`src/design/smre_pkg.sv`:
```
`timescale 1ns / 1ps
package smre_pkg;

    localparam int VALUE_W  = 32;
    localparam int ANSWER_W = 39;

    typedef logic signed [VALUE_W-1:0]  value_t;
    typedef logic signed [ANSWER_W-1:0] answer_t;

    localparam logic [2:0] CMD_INSERT = 3'd0;
    localparam logic [2:0] CMD_REMOVE = 3'd1;
    localparam logic [2:0] CMD_RANK   = 3'd2;
    localparam logic [2:0] CMD_KTH    = 3'd3;
    localparam logic [2:0] CMD_SUM    = 3'd4;

    localparam logic [1:0] STAT_OK       = 2'd0;
    localparam logic [1:0] STAT_FULL     = 2'd1;
    localparam logic [1:0] STAT_NOTFOUND = 2'd2;
    localparam logic [1:0] STAT_RANGE    = 2'd3;

endpackage

```
`src/design/smre_cell.sv`:
```
`timescale 1ns / 1ps
module smre_cell
    import smre_pkg::*;
(
    input  logic   clk,
    input  logic   shift,
    input  value_t din,
    output value_t q
);

    value_t val_reg;
    value_t val_next;

    always_comb
    begin
        val_next = shift ? din : val_reg;
    end

    always_ff @(posedge clk)
    begin
        val_reg <= val_next;
    end

    assign q = val_reg;

endmodule

```
`src/design/sorted_multiset_rank_engine.sv`:
```
`timescale 1ns / 1ps
// Every command rotates the whole cell ring once in ST_RUN, then passes through ST_FINISH.
// The result is registered in ST_FINISH once the output register is free; a new command
// is taken only in ST_IDLE, so none is accepted until the previous one is finished.
// A finished result waits in the output register while the next command runs.
// Reset clears the entry count and handshake state; cell contents are left as they are.
module sorted_multiset_rank_engine
    import smre_pkg::*;
#(
    parameter int CAPACITY = 64,
    localparam int CntW = $clog2(CAPACITY + 1)
)
(
    input  logic            clk,
    input  logic            rst_n,
    input  logic            cmd_valid,
    output logic            cmd_stall,
    input  logic [2:0]      cmd,
    input  value_t          value,
    input  logic [CntW-1:0] k,
    output logic            rsp_valid,
    input  logic            rsp_stall,
    output answer_t         answer,
    output logic [1:0]      status,
    output logic [CntW-1:0] occupancy
);

    localparam int IdxW = $clog2(CAPACITY);
    localparam logic [IdxW-1:0] LastIdx = IdxW'(CAPACITY - 1);
    localparam logic [CntW-1:0] CapCnt  = CntW'(CAPACITY);

    localparam logic [1:0] ST_IDLE   = 2'd0;
    localparam logic [1:0] ST_RUN    = 2'd1;
    localparam logic [1:0] ST_FINISH = 2'd2;

    // entry j sits in cell CAPACITY-1-j when the ring is at rest
    value_t cell_q [CAPACITY];
    value_t feed;
    logic   shift;

    logic [1:0]      state_reg, state_next;
    logic [2:0]      cmd_reg, cmd_next;
    value_t          value_reg, value_next;
    logic [CntW-1:0] k_reg, k_next;
    logic [CntW-1:0] start_reg, start_next;
    logic [CntW-1:0] count_reg, count_next;
    logic [IdxW-1:0] t_reg, t_next;
    logic            done_reg, done_next;
    value_t          pend_reg, pend_next;
    answer_t         acc_reg, acc_next;

    logic            rsp_valid_reg, rsp_valid_next;
    answer_t         answer_reg, answer_next;
    logic [1:0]      status_reg, status_next;
    logic [CntW-1:0] occ_reg, occ_next;

    genvar gi;
    generate
        for (gi = 0; gi < CAPACITY; gi++)
        begin : g_cell
            if (gi == 0)
            begin : g_head
                smre_cell u_cell (.clk(clk), .shift(shift), .din(feed), .q(cell_q[gi]));
            end
            else
            begin : g_body
                smre_cell u_cell (.clk(clk), .shift(shift), .din(cell_q[gi-1]), .q(cell_q[gi]));
            end
        end
    endgenerate

    assign shift = (state_reg == ST_RUN);

    always_comb
    begin
        value_t          tail;
        value_t          ahead;
        logic            live;
        logic            full;
        logic            hit;
        logic            rsp_free;
        logic [CntW-1:0] take;

        tail     = cell_q[CAPACITY-1];
        ahead    = cell_q[CAPACITY-2];
        live     = CntW'(t_reg) < count_reg;
        full     = (count_reg == CapCnt);
        hit      = 1'b0;
        rsp_free = !rsp_valid_reg || !rsp_stall;
        take     = (k < count_reg) ? k : count_reg;

        state_next     = state_reg;
        cmd_next       = cmd_reg;
        value_next     = value_reg;
        k_next         = k_reg;
        start_next     = start_reg;
        count_next     = count_reg;
        t_next         = t_reg;
        done_next      = done_reg;
        pend_next      = pend_reg;
        acc_next       = acc_reg;
        feed           = tail;
        rsp_valid_next = rsp_valid_reg && rsp_stall;
        answer_next    = answer_reg;
        status_next    = status_reg;
        occ_next       = occ_reg;

        case (state_reg)
            ST_IDLE:
            begin
                if (cmd_valid)
                begin
                    cmd_next   = cmd;
                    value_next = value;
                    k_next     = k;
                    start_next = count_reg - take;
                    t_next     = '0;
                    done_next  = 1'b0;
                    acc_next   = (cmd == CMD_RANK) ? answer_t'(1) : '0;
                    state_next = ST_RUN;
                end
            end
            ST_RUN:
            begin
                case (cmd_reg)
                    CMD_INSERT:
                    begin
                        if (!full)
                        begin
                            if (done_reg)
                            begin
                                feed      = pend_reg;
                                pend_next = tail;
                            end
                            else if (!(live && tail <= value_reg))
                            begin
                                feed      = value_reg;
                                pend_next = tail;
                                done_next = 1'b1;
                            end
                        end
                    end
                    CMD_REMOVE:
                    begin
                        // first equal copy drops out; the rest close up from the next cell
                        hit = !done_reg && live && (tail == value_reg);
                        if (done_reg || hit)
                        begin
                            feed      = ahead;
                            done_next = 1'b1;
                        end
                    end
                    CMD_RANK:
                    begin
                        if (live && tail < value_reg)
                        begin
                            acc_next = acc_reg + answer_t'(1);
                        end
                    end
                    CMD_KTH:
                    begin
                        if (CntW'(t_reg) + CntW'(1) == k_reg)
                        begin
                            acc_next = ANSWER_W'(tail);
                        end
                    end
                    CMD_SUM:
                    begin
                        if (live && CntW'(t_reg) >= start_reg)
                        begin
                            acc_next = acc_reg + ANSWER_W'(tail);
                        end
                    end
                    default:
                    begin
                    end
                endcase
                t_next = t_reg + IdxW'(1);
                if (t_reg == LastIdx)
                begin
                    state_next = ST_FINISH;
                end
            end
            ST_FINISH:
            begin
                if (rsp_free)
                begin
                    answer_next = '0;
                    status_next = STAT_OK;
                    case (cmd_reg)
                        CMD_INSERT:
                        begin
                            if (full)
                            begin
                                status_next = STAT_FULL;
                            end
                            else
                            begin
                                count_next = count_reg + CntW'(1);
                            end
                        end
                        CMD_REMOVE:
                        begin
                            if (done_reg)
                            begin
                                count_next = count_reg - CntW'(1);
                            end
                            else
                            begin
                                status_next = STAT_NOTFOUND;
                            end
                        end
                        CMD_RANK:
                        begin
                            answer_next = acc_reg;
                        end
                        CMD_KTH:
                        begin
                            if (k_reg == '0 || k_reg > count_reg)
                            begin
                                status_next = STAT_RANGE;
                            end
                            else
                            begin
                                answer_next = acc_reg;
                            end
                        end
                        CMD_SUM:
                        begin
                            answer_next = acc_reg;
                        end
                        default:
                        begin
                        end
                    endcase
                    occ_next       = count_next;
                    rsp_valid_next = 1'b1;
                    state_next     = ST_IDLE;
                end
            end
            default:
            begin
                state_next = ST_IDLE;
            end
        endcase
    end

    always_ff @(posedge clk or negedge rst_n)
    begin
        if (!rst_n)
        begin
            state_reg     <= ST_IDLE;
            count_reg     <= '0;
            t_reg         <= '0;
            done_reg      <= 1'b0;
            rsp_valid_reg <= 1'b0;
        end
        else
        begin
            state_reg     <= state_next;
            count_reg     <= count_next;
            t_reg         <= t_next;
            done_reg      <= done_next;
            rsp_valid_reg <= rsp_valid_next;
        end
    end

    always_ff @(posedge clk)
    begin
        cmd_reg    <= cmd_next;
        value_reg  <= value_next;
        k_reg      <= k_next;
        start_reg  <= start_next;
        pend_reg   <= pend_next;
        acc_reg    <= acc_next;
        answer_reg <= answer_next;
        status_reg <= status_next;
        occ_reg    <= occ_next;
    end

    assign cmd_stall = (state_reg != ST_IDLE);
    assign rsp_valid = rsp_valid_reg;
    assign answer    = answer_reg;
    assign status    = status_reg;
    assign occupancy = occ_reg;

endmodule
```
`config.mk`:
```
export PLATFORM = sky130hd
export DESIGN_NAME = sorted_multiset_rank_engine
export DESIGN_NICKNAME = d
export VERILOG_FILES = /design/src/design/smre_pkg.sv /design/src/design/smre_cell.sv /design/src/design/sorted_multiset_rank_engine.sv
export SDC_FILE = /design/constraint.sdc
export NUM_CORES = 2
export LEC_CHECK = 0
export ABC_AREA = 1
export BUFFER_PORTS_ARGS = -buffer_cell sky130_fd_sc_hd__buf_2
export CORE_ASPECT_RATIO = 1.2
export CORE_MARGIN = 8
export CORE_UTILIZATION = 40
export CTS_CLUSTER_SIZE = 8
export DETAILED_ROUTE_END_ITERATION = 10
export GPL_TIMING_DRIVEN = 0
export MAX_ROUTING_LAYER = met4
export REMOVE_ABC_BUFFERS = 1
export SYNTH_ARGS = -nofsm -noshare
export SYNTH_HDL_FRONTEND = slang
export SYNTH_HIERARCHICAL = 1
export SYNTH_SLANG_ARGS = --single-unit
```
`constraint.sdc`:
```
create_clock -name clk -period 98.2 [get_ports clk]
set_input_delay 4.91 -clock clk [delete_from_list [all_inputs] [get_ports clk]]
set_output_delay 4.91 -clock clk [all_outputs]
set_load 0.03 [all_outputs]
```
# After elaboration in Yosys (flattened, before gate mapping)
# Index checks and enable logic that the tools add are counted.
# totals
ff_bits	2233
output_inout_bits	50
# classes
magnitude_cmp	6
addsub	7
reduce_logical	25
mux	39
n_eq_ne	22
bitwise_logic	1
# op_table
operator	count
2-to-1 mux 39 bit	5
2-to-1 mux 32 bit	6
one-hot mux 39 bit (2 select lines)	2
one-hot mux 39 bit (3 select lines)	1
one-hot mux 32 bit (2 select lines)	1
adder 39 x 2 -> 39 bit (second input constant)	1
adder 39 x 32 -> 39 bit	1
== test 32 bit	1
less-or-equal comparator 32 bit	1
< comparator 32 bit	1
2-to-1 mux 7 bit	3
inequality test 3 bit (second input constant)	6
one-hot mux 7 bit (2 select lines)	1
one-hot mux 2 bit (3 select lines)	2
one-hot mux 6 bit (2 select lines)	1
2-to-1 mux 2 bit	5
== test 3 x 2 -> 1 bit (second input constant)	3
2-to-1 mux 1 bit	9
inequality test 2 bit (second input constant)	4
adder 6 x 1 -> 7 bit (second input constant)	1
adder 7 x 1 -> 7 bit (second input constant)	1
== test 7 bit	1
== test 7 bit (second input constant)	1
greater-or-equal comparator 6 x 7 -> 1 bit	1
28 further kinds	41

# Longest topological paths before layout
# logic_depth
ltp_word	7
ltp_mapped	21
depth_no_buf	20

# By module
# The synthesis kept the hierarchy.
# modules_own_cells
mod	cells_each	area_each_um2	n_inst
smre_cell	32	960.9	64
sorted_multiset_rank_engine	1800	13782.0	1

# Worst setup path after synthesis
# No wires, ideal clock.
# synth_path
path_type	reg-to-reg
start	register state_reg[1]
end	register acc_reg[0], enable pin
setup_slack_ns	7.683
stages_incl_launch_ff	4
n_path_buf	1
setup_time_ns	3.850
arrival_time_ns	86.667
t_required_ns	94.350
path_cell_list	dfrtp_1 > nor2_1 > clkbuf_1 > a21oi_1
# synth_via
elab_chain_len	3
elab_cells_between_ends	9
cone_classes	6 x eq/ne; 3 x reduce/logical
# synth_rtl
item	line_no	rtl
from (decl)	sorted_multiset_rank_engine.sv:41	logic [1:0] state_reg, state_next;
from (signal assigned)	sorted_multiset_rank_engine.sv:260	state_reg <= state_next;
== test 2 x 1 -> 1 bit *	n/a	
via shift	sorted_multiset_rank_engine.sv:39	logic shift;
inequality test 4 bit (no line), or another cell as far along	n/a	
AND reduction 6 bit (no line) *	n/a	
to (signal assigned)	sorted_multiset_rank_engine.sv:275	acc_reg <= acc_next;
to (decl)	sorted_multiset_rank_engine.sv:50	answer_t acc_reg, acc_next;
# Mark *: on every way through the listed nets, which the timed path passes. The rest lies on a longest branch.
# A chain may end at the register's enable or synchronous reset.

# Final worst setup path
# layout_path
start	input port k[2]
end	register start_reg[6], data pin
# layout_via
elab_chain_len	3
# layout_rtl
item	line_no	rtl
from (decl)	sorted_multiset_rank_engine.sv:20	input logic [CntW-1:0] k,
< comparator 7 bit	sorted_multiset_rank_engine.sv:90	take = (k < count_reg) ? k : count_reg;
2-to-1 mux 7 bit *	sorted_multiset_rank_engine.sv:90	
subtractor 7 bit *	sorted_multiset_rank_engine.sv:116	start_next = count_reg - take;
to (signal assigned)	sorted_multiset_rank_engine.sv:273	start_reg <= start_next;
to (decl)	sorted_multiset_rank_engine.sv:45	logic [CntW-1:0] start_reg, start_next;
# Every way passes the cells marked *; elsewhere a longest branch is shown, timed or not.

==> reports/results.ini <==
[critical_path]
ff2ff_setup_slack_ps=93870
reg2reg_from=cmd_reg[2]$_DFFE_PP_
crit_arrival_ps=7500
worstSetupStartpoint=k[2]
r2r_cells=14
cp_max_fo=12
start_kind=primary input
reg2reg_to=acc_reg[35]$_SDFFCE_PN0P_
endpoint_kind=flip-flop
setup.worst_path.end=start_reg[6]$_DFFE_PP_
required_ps=98830
setup.worst_path.class=primary input to flip-flop

[placement]
routabilityCongestion=0.8234
dp.cells=6428
dp_hpwl_mm=77.10
portBuffers=95

[timing]
setup_viol=0
min_period_over_period=0.06995
tightestPinTransition_ps=1308
min_period_ps=6869
rsz0062_at_grt=no
hold_viol_final=0
clock_skew_ps=69.10
hold_ws_ps=350.1
slew_violations=0
final.setup.tns_ps=0
slew_headroom=0.1282
fmax_mhz=145.6

[global_route]
grt_pass1_wl_mm=198.7
grt_pass1_vias=32660
antenna_found_initial=26
grt_overflow=0
grt_max_degree=65
grt_usage=0.1300

[clock_network]
cts_max_level=5
cts_buffers=329
clkTransAtPathRegs_ps=50
cts_root_buf=clkbuf_16
clk_latency_ps=900
cts_resized=0
post_cts_buffers=0
cts.sinks=2233
cts_hold_buffers=0
clock_path_buffers=4
cts_tree=done

[detailed_routing]
drt_wl_total_mm=127.1
postRouteAntennaNets=0
post-route-drc-count=0
post_drt_wl_per_cell_um=18.70
drt_pass1_iterations=6
drt_iter0_markers=3124
vias_per_cell=4.881
vias=33177

[outcome]
status=finished, final reports clean

[final_layout]
nFillCells=15376
register_area_sq_um=66970
multi_input_area_sq_um=6980
fin_cells=6797
drive_above_1_share=0.1321
flow.area_growth_from_synthesis_pct=17.83
fin_nets=4447
largest_reg_flops=2016

[power]
power_density_nw_per_um2=31.48
power.switching_uw=631.9
switching_share=0.2263
power.internal_mw=2.161
combPwrFrac=0.089
leakage_nw=31.00
clockPowerShare=0.341
ir_worst_vdd_v=0.00001594
p_seq_frac=0.570

[synth]
synthAdderAreaFrac=0.01765
post_synth.cell_area_avg_sq_um=19.56
yosysWarnings=6
ys_seq_area_frac=0.8896
ys_seq_elements=2233
synth_top_family_by_area=simple AND/OR/NAND/NOR gates
synth_simple_gate_area_frac=0.04604
syn-cell-area_sq_um=75280
synth.area.mux_share=0
synthXorXnorAreaFrac=0.004188
syn_inst=3848
synth_compound_area_frac=0.02398
ys_types=50

[floorplanning]
core.rowCount=174
coreArea_sq_um=187200
dieWidth_um=412.0
dieArea_sq_um=202400
start_util=0.4021
fp.dieH_um=491.2
ioPinCount=96

[hold_path]
hold_path.class=flip-flop to flip-flop
holdPathStages=0

[job]
cap_violations=0

==> through the flow <==
| step | setup slack, ps | total power, mW | utilization | instance area [sq um] |
|---|---|---|---|---|
| floorplan | -40020 | 2.406 | - | 74990 |
| global placement | -118270 | 2.733 | 0.4195 | 78550 |
| detailed placement | 90510 | 1.860 | 0.4282 | 80170 |
| CTS | 91440 | 2.837 | 0.4735 | 88650 |
| global route | 91120 | 2.927 | 0.4738 | 88700 |
| finish | 91330 | 2.793 | 0.4738 | 88700 |
==> layer usage <==
layer | part of all wire | vias up | GRT usage
met1 | 0.50 | 16652 | 0.2055
li1 | - | 15182 | -
met4 | 0.024 | 0 | 0.04083
met5 | 0 | - | -
met2 | 0.39 | 1087 | 0.1571
met3 | 0.087 | 256 | 0.03927
==> how the worst min path moves through the flow <==
| stage | from | endpoint | slack, ps |
|---|---|---|---|
| 6_report | g_cell[16].g_body.u_cell/q[18]$_DFFE_PP_ | g_cell[17].g_body.u_cell/q[18]$_DFFE_PP_ | 350 |
| 5_1_grt | g_cell[16].g_body.u_cell/q[18]$_DFFE_PP_ | g_cell[17].g_body.u_cell/q[18]$_DFFE_PP_ | 360 |
| 4_1_cts | g_cell[16].g_body.u_cell/q[18]$_DFFE_PP_ | g_cell[17].g_body.u_cell/q[18]$_DFFE_PP_ | 350 |
| 3_5_place_dp | g_cell[10].g_body.u_cell/q[10]$_DFFE_PP_ | g_cell[11].g_body.u_cell/q[10]$_DFFE_PP_ | 400 |
| 3_3_place_gp | g_cell[30].g_body.u_cell/q[19]$_DFFE_PP_ | g_cell[31].g_body.u_cell/q[19]$_DFFE_PP_ | 400 |
| 2_1_floorplan | g_cell[9].g_body.u_cell/q[0]$_DFFE_PP_ | g_cell[10].g_body.u_cell/q[0]$_DFFE_PP_ | 400 |
==> synth_stat cells, drive strengths merged <==
cell type	instances	area (sq um)
nand3b	5	37.54
or2	1	6.260
nor2	250	953.4
o22ai	24	150.1
inv	293	1102
fa	2	40.04
nor3	10	50.05
clkbuf	28	105.1
nand3	127	658.1
ha	103	1289
o21a	5	37.54
o221ai	6	52.55
and2	2	15.02
a32oi	1	8.760
buf	26	185.2
o41ai	1	8.760
a31o	1	8.760
nor4	5	31.28
o21ai	88	447.9
o211ai	37	387.9
a21o	9	67.56
a31oi	9	56.30
o31ai	2	15.01
nand4	22	137.6
dfrtp	17	425.4
edfxtp	2216	66540
a22oi	1	7.510
xor2	24	210.2
o21bai	4	30.03
a211oi	1	7.510
clkinv	1	3.750
a21oi	100	511.8
nand2	414	1577
a21boi	1	7.510
xnor2	12	105.1
==> final cells by class <==
type,instances,area share
Multi-Input combinational cell,1267,0.07869
Inverter,294,0.01247
Antenna cell,9,0.0002539
Timing Repair Buffer,171,0.02322
Sequential cell,2233,0.7550
Tap cell,2464,0.03476
Clock buffer,348,0.09458
Clock inverter,11,0.001044
==> logic make-up after synthesis <==
family | after synthesis
flip-flops | 2233
AND/OR/NAND/NOR | 836
buffers and inverters | 348
AO/OA/AOI/OAI | 290
adder cells (fa/ha/maj) | 105
XOR/XNOR | 36
==> power groups by stage <==
stage	clock network [mW]	registers [mW]	logic (mW)
after floorplan	0	2.24	0.161
after global placement	0	2.52	0.216
after detailed placement	0	1.61	0.253
after CTS	0.982	1.60	0.253
after global routing	1.02	1.63	0.277
final	0.952	1.59	0.249
==> worst max-delay path, stage by stage <==
cell,delay (ps)
buf_2,120
ha_1,310
a21oi_1,150
nand2_1,70
nand4_1,100
nand2_1,220
nor2_1,210
a21oi_1,70
ha_1,230
fa_1,400
o21ai_0,340
nand2_1,80
nand2_1,70
a21oi_1,70
xnor2_1,140
==> cells in the final DEF, fill, tap and decap left out, drive strengths merged, types with 6 or more instances in the layout <==
cell type and count:
edfxtp 2216, nand2 414, clkbuf 348, inv 302
nor2 250, buf 171, nand3 127, ha 103
a21oi 100, o21ai 88, o211ai 37, xor2 24
o22ai 24, nand4 22, dfrtp 17, xnor2 12
nor3 10, diode 9, a21o 9, a31oi 9
o221ai 6
Note: power is estimated with default switching activity, not from simulation.
